File: src/rtl/spd_pkg.sv
package spd_pkg;

  // Configuration register indexes (byte address = 4 * index)
  localparam logic [2:0] REG_STREAM_FORMAT   = 3'd0;
  localparam logic [2:0] REG_DEVICE_ENABLED  = 3'd1;
  localparam logic [2:0] REG_INPUT_ENABLE    = 3'd2;
  localparam logic [2:0] REG_STOP_FLAG       = 3'd3;
  localparam logic [2:0] REG_PLAYBACK_ENABLE = 3'd4;
  localparam logic [2:0] REG_MUTED           = 3'd5;

  localparam int unsigned PADDR_W = 5;

  // Format codes, stream_format bits 7:5
  localparam logic [2:0] FMT_ADPCM     = 3'b000;
  localparam logic [2:0] FMT_PCM8      = 3'b010;
  localparam logic [2:0] FMT_PCM16     = 3'b011;
  localparam logic [2:0] FMT_PCM16_ALT = 3'b111;

  // Step size limits
  localparam logic [14:0] STEP_MIN = 15'd127;
  localparam logic [14:0] STEP_MAX = 15'd24576;

  // Step scale factor per nibble magnitude (in 1/256 units)
  function automatic logic [9:0] step_scale(input logic [2:0] m);
    logic [9:0] s;
    begin
      case (m)
        3'd4:    s = 10'd307;
        3'd5:    s = 10'd409;
        3'd6:    s = 10'd512;
        3'd7:    s = 10'd614;
        default: s = 10'd230;
      endcase
      return s;
    end
  endfunction

endpackage

File: src/rtl/spd_if.sv
// Input channel: one speaker byte or a decoder reset per transaction
interface spd_in_if;
  logic       valid;
  logic       ready;
  logic       command;
  logic [7:0] data_byte;
  logic       end_of_write;

  modport source (output valid, output command, output data_byte, output end_of_write,
                  input ready);
  modport sink (input valid, input command, input data_byte, input end_of_write,
                output ready);
endinterface

// Output channel: one decoded sample per transaction
interface spd_out_if;
  logic               valid;
  logic               ready;
  logic signed [15:0] sample;
  logic               last;

  modport source (output valid, output sample, output last, input ready);
  modport sink (input valid, input sample, input last, output ready);
endinterface

File: src/rtl/speaker_adpcm_pcm_decoder.sv
// Speaker sample decoder. Each input transaction carries a speaker data byte or a
// decoder reset command; output transactions carry signed 16-bit samples, with last
// set on the final sample of an input. Bits 7:5 of stream_format select 4-bit ADPCM
// (two samples per byte, high nibble first), signed 8-bit PCM, or 16-bit
// little-endian PCM paired within one bus write. An ADPCM byte goes a nibble at a time
// through the shared predictor/step update unit; other inputs go in one pass, back to
// back unless the output stalls. An output register decouples the sink, so a new input
// is taken while a finished sample waits. Configuration goes through the APB port at 4*index.
module speaker_adpcm_pcm_decoder
  import spd_pkg::*;
(
  input  logic               clk,
  input  logic               rst,
  input  logic               psel,
  input  logic               penable,
  input  logic               pwrite,
  input  logic [PADDR_W-1:0] paddr,
  input  logic [31:0]        pwdata,
  output logic [31:0]        prdata,
  output logic               pready,
  spd_in_if.sink             din,
  spd_out_if.source          dout
);

  // Configuration registers
  logic [7:0] stream_format;
  logic       device_enabled;
  logic       input_enable;
  logic       stop_flag;
  logic       playback_enable;
  logic       muted;

  // Decoder state
  logic signed [15:0] predictor;
  logic [14:0]        step_size;
  logic [7:0]         held_low_byte;
  logic               byte_pending;

  // Work stage
  logic       s_valid;
  logic       s_phase;
  logic       s_command;
  logic [7:0] s_byte;
  logic       s_eow;

  // Output register
  logic               o_valid;
  logic signed [15:0] o_sample;
  logic               o_last;

  logic [2:0]  fmt;
  logic        gated;
  logic        is_adpcm;
  logic [3:0]  nibble;
  logic [18:0] diff_mag;
  logic [15:0] diff_q;
  logic signed [17:0] pred_sum;
  logic signed [15:0] pred_new;
  logic [24:0] step_prod;
  logic [16:0] step_raw;
  logic [14:0] step_new;

  logic               has_sample;
  logic signed [15:0] sample_val;
  logic               sample_last;
  logic               emit;
  logic               can_go;
  logic               fire;
  logic               done;
  logic               accept;

  logic signed [15:0] predictor_next;
  logic [14:0]        step_size_next;
  logic               byte_pending_next;
  logic               hold_write;

  // APB port
  assign pready = 1'b1;

  always_ff @(posedge clk) begin
    if (rst) begin
      stream_format   <= '0;
      device_enabled  <= 1'b0;
      input_enable    <= 1'b0;
      stop_flag       <= 1'b0;
      playback_enable <= 1'b0;
      muted           <= 1'b0;
    end else if (psel && penable && pwrite) begin
      unique case (paddr[PADDR_W-1:2])
        REG_STREAM_FORMAT:   stream_format   <= pwdata[7:0];
        REG_DEVICE_ENABLED:  device_enabled  <= pwdata[0];
        REG_INPUT_ENABLE:    input_enable    <= pwdata[0];
        REG_STOP_FLAG:       stop_flag       <= pwdata[0];
        REG_PLAYBACK_ENABLE: playback_enable <= pwdata[0];
        REG_MUTED:           muted           <= pwdata[0];
        default: ;
      endcase
    end
  end

  always_comb begin
    prdata = '0;
    unique case (paddr[PADDR_W-1:2])
      REG_STREAM_FORMAT:   prdata = {24'd0, stream_format};
      REG_DEVICE_ENABLED:  prdata = {31'd0, device_enabled};
      REG_INPUT_ENABLE:    prdata = {31'd0, input_enable};
      REG_STOP_FLAG:       prdata = {31'd0, stop_flag};
      REG_PLAYBACK_ENABLE: prdata = {31'd0, playback_enable};
      REG_MUTED:           prdata = {31'd0, muted};
      default:             prdata = '0;
    endcase
  end

  // Nibble expansion: predictor and step update
  assign fmt      = stream_format[7:5];
  assign gated    = stop_flag || !input_enable;
  assign is_adpcm = device_enabled && !s_command && !gated && (fmt == FMT_ADPCM);
  assign nibble   = s_phase ? s_byte[3:0] : s_byte[7:4];

  assign diff_mag = step_size * {nibble[2:0], 1'b1};
  assign diff_q   = diff_mag[18:3];
  assign pred_sum = nibble[3] ? ({{2{predictor[15]}}, predictor} - $signed({2'b00, diff_q}))
                              : ({{2{predictor[15]}}, predictor} + $signed({2'b00, diff_q}));

  always_comb begin
    if (pred_sum > 18'sd32767) begin
      pred_new = 16'sh7fff;
    end else if (pred_sum < -18'sd32768) begin
      pred_new = 16'sh8000;
    end else begin
      pred_new = pred_sum[15:0];
    end
  end

  assign step_prod = step_size * step_scale(nibble[2:0]);
  assign step_raw  = step_prod[24:8];

  always_comb begin
    if (step_raw < {2'b00, STEP_MIN}) begin
      step_new = STEP_MIN;
    end else if (step_raw > {2'b00, STEP_MAX}) begin
      step_new = STEP_MAX;
    end else begin
      step_new = step_raw[14:0];
    end
  end

  // Per-step result and state update
  always_comb begin
    predictor_next    = predictor;
    step_size_next    = step_size;
    byte_pending_next = byte_pending;
    hold_write        = 1'b0;
    has_sample        = 1'b0;
    sample_val        = pred_new;
    sample_last       = 1'b1;
    if (device_enabled) begin
      if (s_command) begin
        predictor_next    = '0;
        step_size_next    = '0;
        byte_pending_next = 1'b0;
      end else if (!gated) begin
        case (fmt) inside
          FMT_ADPCM: begin
            byte_pending_next = 1'b0;
            predictor_next    = pred_new;
            step_size_next    = step_new;
            has_sample        = 1'b1;
            sample_val        = pred_new;
            sample_last       = s_phase;
          end
          FMT_PCM8: begin
            byte_pending_next = 1'b0;
            has_sample        = 1'b1;
            sample_val        = {s_byte, 8'h00};
          end
          FMT_PCM16, FMT_PCM16_ALT: begin
            if (byte_pending) begin
              has_sample        = 1'b1;
              sample_val        = {s_byte, held_low_byte};
              byte_pending_next = 1'b0;
            end else begin
              hold_write        = 1'b1;
              byte_pending_next = !s_eow;
            end
          end
          default: byte_pending_next = 1'b0;
        endcase
      end
      if (!s_command && s_eow) begin
        byte_pending_next = 1'b0;
      end
    end
  end

  // Handshake: advance when the result has room or there is none
  assign emit   = has_sample && playback_enable && !muted && !stream_format[0];
  assign can_go = !emit || !o_valid || dout.ready;
  assign fire   = s_valid && can_go;
  assign done   = fire && !(is_adpcm && !s_phase);
  assign din.ready = !s_valid || done;
  assign accept = din.valid && din.ready;

  always_ff @(posedge clk) begin
    if (rst) begin
      s_valid      <= 1'b0;
      s_phase      <= 1'b0;
      predictor    <= '0;
      step_size    <= '0;
      byte_pending <= 1'b0;
    end else begin
      if (accept) begin
        s_valid <= 1'b1;
        s_phase <= 1'b0;
      end else if (done) begin
        s_valid <= 1'b0;
        s_phase <= 1'b0;
      end else if (fire) begin
        s_phase <= 1'b1;
      end
      if (fire) begin
        predictor    <= predictor_next;
        step_size    <= step_size_next;
        byte_pending <= byte_pending_next;
      end
    end
  end

  // Hold the accepted item and the low byte of a 16-bit pair
  always_ff @(posedge clk) begin
    if (accept) begin
      s_command <= din.command;
      s_byte    <= din.data_byte;
      s_eow     <= din.end_of_write;
    end
    if (fire && hold_write) begin
      held_low_byte <= s_byte;
    end
  end

  // Output register
  always_ff @(posedge clk) begin
    if (rst) begin
      o_valid <= 1'b0;
    end else if (fire && emit) begin
      o_valid <= 1'b1;
    end else if (dout.ready) begin
      o_valid <= 1'b0;
    end
  end

  always_ff @(posedge clk) begin
    if (fire && emit) begin
      o_sample <= sample_val;
      o_last   <= sample_last;
    end
  end

  assign dout.valid  = o_valid;
  assign dout.sample = o_sample;
  assign dout.last   = o_last;

endmodule
File: src/flat_wrapper.sv
// flat-port wrapper written by rule: the top's interface ports become plain ports
module speaker_adpcm_pcm_decoder_flat import spd_pkg::*;
  (clk, rst, psel, penable, pwrite, paddr, pwdata, prdata, pready, din_valid, din_command, din_data_byte, din_end_of_write, din_ready, dout_valid, dout_sample, dout_last, dout_ready);
  spd_in_if din_i ();
  spd_out_if dout_i ();
  input  logic clk;
  input  logic rst;
  input  logic psel;
  input  logic penable;
  input  logic pwrite;
  input  logic [PADDR_W-1:0] paddr;
  input  logic [31:0] pwdata;
  output logic [31:0] prdata;
  output logic pready;
  input wire logic [$bits(din_i.valid)-1:0] din_valid;
  input wire logic [$bits(din_i.command)-1:0] din_command;
  input wire logic [$bits(din_i.data_byte)-1:0] din_data_byte;
  input wire logic [$bits(din_i.end_of_write)-1:0] din_end_of_write;
  output wire logic [$bits(din_i.ready)-1:0] din_ready;
  output wire logic [$bits(dout_i.valid)-1:0] dout_valid;
  output wire logic [$bits(dout_i.sample)-1:0] dout_sample;
  output wire logic [$bits(dout_i.last)-1:0] dout_last;
  input wire logic [$bits(dout_i.ready)-1:0] dout_ready;
  assign din_i.valid = din_valid;
  assign din_i.command = din_command;
  assign din_i.data_byte = din_data_byte;
  assign din_i.end_of_write = din_end_of_write;
  assign din_ready = din_i.ready;
  assign dout_valid = dout_i.valid;
  assign dout_sample = dout_i.sample;
  assign dout_last = dout_i.last;
  assign dout_i.ready = dout_ready;
  speaker_adpcm_pcm_decoder u_core (.clk(clk), .rst(rst), .psel(psel), .penable(penable), .pwrite(pwrite), .paddr(paddr), .pwdata(pwdata), .prdata(prdata), .pready(pready), .din(din_i), .dout(dout_i));
endmodule
File: config.mk
export PLATFORM = sky130hd
export DESIGN_NAME = speaker_adpcm_pcm_decoder_flat
export DESIGN_NICKNAME = d
export VERILOG_FILES = /design/src/rtl/spd_pkg.sv /design/src/rtl/spd_if.sv /design/src/rtl/speaker_adpcm_pcm_decoder.sv /design/src/flat_wrapper.sv
export SDC_FILE = /design/constraint.sdc
export NUM_CORES = 1
export LEC_CHECK = 0
export BUFFER_PORTS_ARGS = -buffer_cell sky130_fd_sc_hd__clkbuf_2
export CORE_MARGIN = 4
export CORE_UTILIZATION = 53
export DETAILED_ROUTE_END_ITERATION = 16
export GPL_ROUTABILITY_DRIVEN = 1
export GPL_TIMING_DRIVEN = 0
export PLACE_DENSITY = 0.69
export SLEW_MARGIN = 30
export SYNTH_ARGS = -nofsm -noshare
export SYNTH_HDL_FRONTEND = slang
export SYNTH_SLANG_ARGS = --single-unit
File: constraint.sdc
create_clock -name clk -period 8.1 [get_ports clk]
set_input_delay 1.62 -clock clk [delete_from_list [all_inputs] [get_ports clk]]
set_output_delay 1.62 -clock clk [all_outputs]
set_load 0.02 [all_outputs]
==> impl_metrics.yaml, run 1 <==
run_status:
  outcome: "complete, no violations"
power:
  p_comb_share_pct: 18.2
  peakVddDrop_mv: 0.0836
  p_leak_nw: 6.30
  p_sw_mw: 0.285
  p_seq_share_pct: 44.2
  intPower_mw: 0.734
  p_per_area_mw_per_mm2: 81.3
  swShare_pct: 28.0
  clock_power_share_pct: 37.6
yosys:
  ys_seq_area_share_pct: 17.9
  synth_largest_area_cell: "fa_1"
  synth_top_flop_cell: "dfxtp_1"
  synth_cells: 1249
  synth_top_area_share_pct: 22.8
  synth_edf_count: 35
  synth_cell_types: 78
  avgSynthCellArea_um2: 8.99
  synthArstFlopShare_pct: 0
  ys_ff_latch: 83
  yosysWarnings: 0
  syn_area_mm2: 0.0112
  synthTopCellsByArea: "fa_1, ha_1, edfxtp_1"
sta:
  finalSetupViolations: 0
  fin_crit_sh_pct: 95.5
  rsz0062_at_grt: "true"
  clock_skew_ns: 0.00916
  maxSlewViolCount: 0
  fmax_mhz: 129
  finalHoldViolations: 0
  tns_ns: 0
  holdWs_ns: 0.453
  fin_crit_ns: 7.74
  worstMarginPinSlew_ns: 0.854
  slew_headroom_pct: 43.0
clock_network:
  cts_tree: "built"
  cts_buffers: 9
  cts.sinks: 83
  cts_buffer_depth: 2
  worstSkewPairLatency_ns: 0.34
  hold_buffers: 0
  cts_max_level: 3
  clkSlewWorstSetupHoldPaths_ns: 0.06
  root_buffer: "clkbuf_16"
worst_hold_path:
  min_path_type: "reg2reg"
grt:
  grt_pass1_vias: 8945
  antenna_found_initial: 0
  overflow: 0
  grt_start_max_net_pins: 18
  grt_pass1_wl_um: 45300
  track_usage_pct: 23.4
finish:
  area_growth_pct: 11.6
  fin_cells: 1624
  layout_common_cells: "inv_1, nand2_1, fa_1, ha_1, nor2_1"
  diodes: 0
  fin_util_pct: 61.0
  nNetsFinal: 1628
  design_area_mm2: 0.0125
  layout_commonest_cell: "inv_1"
  final_layout_size_suffix_gt1_share_pct: 14.5
placement:
  post-dp-hpwl_um: 22700
  io_buffers: 51
  place_area_mm2: 0.0119
  dpl.cell_count: 1594
  place_congestion: 0.919
worst_setup_path:
  critical_path_arrival_ns: 8.00
  path_class: "reg2reg"
  required_ns: 8.37
  max_stage_delay_ns: 0.61
  worstPathMaxFanout: 10
  startpoint_type: "flop"
  worstSetupEndpointType: "flop"
  crit_top_cell: "fa_1"
  worstPathCellList: "buf_6, mux2i_4, buf_6, nand2b_1, nor2b_1, clkbuf_1, and2_1, fa_1, fa_1, fa_1, fa_1, fa_1, ha_1, a21o_1, a21o_1, a21oi_1, o21ai_0, o2111ai_1, a31o_2, o2111ai_1, nand2b_1, or4_1, clkbuf_1, o211ai_1"
  cp_slowest_cell: "fa_1"
detailed_routing:
  drt_iter0_drc: 515
  ant_nets: 0
  vias: 9009
  vias_per_cell: 5.55
  avgRoutedWirePerCell_um: 16.8
  drt-total-wl_um: 27200
  drc: 0
  first_pass_iters: 5
floorplanning:
  die_width_um: 154
  start_util_pct: 54.6
  core_area_mm2: 0.0206
  rows: 52
  die-height_um: 154
  io_pins: 106
  die_area_mm2: 0.0236
job:
  cap_violations: 0
==> power by group through the flow <==
| stage | sequential (mW) | clock, mW | combinational [mW] |
|---|---|---|---|
| 2_1_floorplan | 0.457 | 0 | 0.115 |
| 4_1_cts | 0.449 | 0.390 | 0.173 |
| 6_report | 0.450 | 0.383 | 0.186 |
| 3_3_place_gp | 0.458 | 0 | 0.158 |
| 3_5_place_dp | 0.458 | 0 | 0.159 |
| 5_1_grt | 0.450 | 0.413 | 0.200 |
==> logic make-up after synthesis <==
| family | synth area share, % |
|---|---|
| DFF | 17.9 |
| and+or+nand+nor | 19.1 |
| xor gates and xnor gates | 3.98 |
| other | 0.0669 |
| adders and majority gates | 33.6 |
| AOI/OAI and AO/OA | 15.1 |
| muxes | 2.31 |
| buffers and inverters | 7.91 |
==> cell usage after synthesis, types with 12 or more instances <==
master / number
a21o_1: 21
fa_1: 128
o211ai_1: 24
a21oi_1: 76
inv_1: 137
o21ai_1: 12
and2_1: 62
xnor2_1: 23
nor2b_1: 27
dfxtp_1: 48
clkbuf_1: 29
buf_4: 25
xor2_1: 28
ha_1: 97
nand2_1: 127
and3_1: 14
edfxtp_1: 35
o21ai_0: 35
nor2_1: 82
nand3_1: 22
nor3_1: 18
nand2b_1: 12
mux2i_1: 18
==> worst max-delay path, delay by kind of cell (launching register included) <==
kind	cells	cell delay, ns
AO/OA/AOI/OAI	8	1.75
adder cells (fa/ha/maj)	6	2.83
buffers and inverters	4	0.94
flip-flops	1	0.31
multiplexers	1	0.22
AND/OR/NAND/NOR	5	1.60
==> metal layers <==
layer  vias to the layer above  part of all wire [%]  global-route usage, %
met1                      4376                    46                   33.5
met5                         -                     0                      0
li1                       4395                     -                      -
met3                        35                   5.0                   3.74
met4                         0                   1.7                   5.42
met2                       203                    47                   37.4
==> metrics by stage <==
step	power, mW	setup WS (ns)
global placement	0.616	-0.710
finish	1.02	0.363
floorplan	0.571	0.820
detailed placement	0.618	-0.688
CTS	1.01	0.00573
global route	1.06	-0.0394
==> worst paths after layout <==
check	startpoint	end	slack, ns	cells past startpoint
worst max-delay path	u_core.s_phase	u_core.step_size[1]	0.36	24
worst min-delay path	u_core.predictor[0]	u_core.predictor[0]	0.45	2
worst max register to register	u_core.s_phase	u_core.step_size[1]	0.36	24
worst min register to register	u_core.predictor[0]	u_core.predictor[0]	0.45	2
==> flip-flops by register name, summed over array words and instances, names as in the netlist <==
name and cells:
u_core.s_eow 1, u_core.s_valid 1, u_core.playback_enable 1, u_core.muted 1
u_core.step_size 15, u_core.s_byte 8, u_core.s_phase 1, u_core.input_enable 1
u_core.s_command 1, u_core.dout.sample 16, u_core.predictor 16, u_core.stream_format 8
u_core.device_enabled 1, u_core.held_low_byte 8, u_core.dout.last 1, u_core.dout.valid 1
u_core.byte_pending 1, u_core.stop_flag 1
==> final cells by class <==
| cell class | count | area [um^2] |
|---|---|---|
| clock inverters | 4 | 25.0 |
| clock buffers | 12 | 246 |
| inverters | 137 | 514 |
| fillers | 1804 | 8030 |
| flip-flops and latches | 83 | 2010 |
| well taps | 270 | 338 |
| plain buffers | 61 | 377 |
| repair buffers | 68 | 393 |
| multi-input cells | 989 | 8630 |
==> timing repair <==
| action | CTS | global route |
|---|---|---|
| gates resized for setup | 11 | 41 |
| pin swaps | 6 | 13 |
| endpoints found under the setup margin | 45 | 43 |
| buffers inserted | 10 | 6 |
Note: power is estimated with default switching activity, not from simulation.
==> inputs of run 2 (changes only) <==
--- a/config.mk
+++ b/config.mk
@@ -11,7 +11,7 @@
 export DETAILED_ROUTE_END_ITERATION = 16
 export GPL_ROUTABILITY_DRIVEN = 1
 export GPL_TIMING_DRIVEN = 0
-export PLACE_DENSITY = 0.69
+export PLACE_DENSITY = 0.79
 export SLEW_MARGIN = 30
 export SYNTH_ARGS = -nofsm -noshare
 export SYNTH_HDL_FRONTEND = slang
==> impl_metrics.yaml, run 2 (same netlist as run 1, synthesis figures left out) <==
run_status:
  outcome: "complete, no violations"
detailed_routing:
  first_pass_iters: 7
  drc: 0
  vias: 9190
  drt_iter0_drc: 603
  vias_per_cell: 5.68
  avgRoutedWirePerCell_um: 16.9
  drt-total-wl_um: 27400
  ant_nets: 0
sta:
  maxSlewViolCount: 0
  fin_crit_sh_pct: 97.9
  finalSetupViolations: 0
  fin_crit_ns: 7.93
  clock_skew_ns: 0.00633
  worstMarginPinSlew_ns: 0.912
  slew_headroom_pct: 39.1
  finalHoldViolations: 0
  fmax_mhz: 126
finish:
  diodes: 0
  area_growth_pct: 11.3
  nNetsFinal: 1621
  layout_commonest_cell: "inv_1"
  fin_cells: 1617
  layout_common_cells: "inv_1, nand2_1, fa_1, ha_1, nor2_1"
  design_area_mm2: 0.0125
  final_layout_size_suffix_gt1_share_pct: 13.8
floorplanning:
  die_width_um: 154
  io_pins: 106
  rows: 52
  die-height_um: 154
  core_area_mm2: 0.0206
  start_util_pct: 54.6
  die_area_mm2: 0.0236
worst_setup_path:
  crit_start: "u_core.s_phase"
  worstPathMaxFanout: 10
  required_ns: 8.27
  r2r-end: "u_core.dout.sample[2]"
  max_stage_delay_ns: 0.52
  r2r.worst_path.cells: 29
  r2r_slack_ns: 0.17
  startpoint_type: "flop"
  worstSetupEndpointType: "flop"
  path_class: "reg2reg"
  cp_slowest_cell: "fa_1"
  r2r-start: "u_core.s_phase"
  critical_path_arrival_ns: 8.10
  cp-endpoint: "u_core.dout.sample[2]"
grt:
  grt_start_max_net_pins: 18
  antenna_found_initial: 0
  overflow: 0
  grt_pass1_wl_um: 44500
  track_usage_pct: 22.9
  grt_pass1_vias: 8984
clock_network:
  cts_tree: "built"
  cts_max_level: 3
  cts_buffers: 9
  worstSkewPairLatency_ns: 0.35
  root_buffer: "clkbuf_16"
  cts_buffer_depth: 2
  clkSlewWorstSetupHoldPaths_ns: 0.06
  cts.sinks: 83
worst_hold_path:
  min_path_type: "reg2reg"
  hold_start: "u_core.predictor[0]"
job:
  cap_violations: 0
placement:
  io_buffers: 51
  post-dp-hpwl_um: 22300
  dpl.cell_count: 1593
  place_area_mm2: 0.0119
  place_congestion: 0.916
power:
  peakVddDrop_mv: 0.0849
  p_per_area_mw_per_mm2: 86.8
  p_leak_nw: 6.27
==> run 2: changes by cell type in the layout (fill, tap and decap cells not counted), sizes merged <==
cell	previous run	this run
bufinv	0	1
buf	53	47
inv	139	137
==> run 2: worst min-delay path by stage <==
stage,end,cells after the start
6_report,u_core.predictor[0],2
5_1_grt,u_core.predictor[0],2
4_1_cts,u_core.predictor[0],2
3_5_place_dp,u_core.predictor[0],2
3_3_place_gp,u_core.predictor[0],2
2_1_floorplan,u_core.predictor[0],2
==> run 2: cell type report <==
| class | count | area, um^2 |
|---|---|---|
| Tap cell | 270 | 338 |
| Inverter | 137 | 514 |
| Timing Repair Buffer | 62 | 352 |
| Clock buffer | 13 | 283 |
| Fill cell | 1724 | 8060 |
| Multi-Input combinational cell | 989 | 8580 |
| Clock inverter | 3 | 43.8 |
| Sequential cell | 83 | 2010 |
| Buffer | 60 | 373 |
==> run 2: routing by layer <==
layer  GRT usage [%]  up-vias  wire [um]
met5               0        -          0
met4            6.94        0        585
met3            4.30       41       1480
met2            38.6      282      13700
met1            30.1     4488      11700
li1                -     4379          -
==> run 2: power by group <==
| group | leakage (nW) | switching [mW] | total, mW | internal (mW) |
|---|---|---|---|---|
| logic | 5.40 | 0.115 | 0.185 | 0.0701 |
| clock network | 0.160 | 0.173 | 0.449 | 0.277 |
| registers | 0.705 | 0.00444 | 0.450 | 0.445 |
==> run 2: repair_timing <==
action,in CTS,in global routing
setup endpoints to repair,41,40
buffers inserted,7,3
gates cloned,0,1
pin swaps,5,15
resized for setup,9,38
hold buffers,0,0
==> run 2: stage by stage <==
step	worst slack [ns]	util, %	hold WS [ns]	setup TNS (ns)	power (mW)
after global routing	-0.149	60.8	0.480	-1.17	1.11
after floorplan	0.820	-	0.422	0	0.571
after global placement	-0.539	57.9	0.434	-13.91	0.614
final	0.168	60.8	0.449	0	1.08
after CTS	-0.0342	60.1	0.447	-0.0342	1.07
after detailed placement	-0.574	58.0	0.437	-15.13	0.615
==> run 2: critical path: cells and delay by family, from the launching register on <==
kind / cells / cell delay (ns)
buffers and inverters: 6 / 0.99
flip-flops: 1 / 0.33
AO/OA/AOI/OAI: 6 / 1.53
multiplexers: 2 / 0.69
adder cells (fa/ha/maj): 4 / 1.78
AND/OR/NAND/NOR: 10 / 2.22
XOR/XNOR: 1 / 0.20
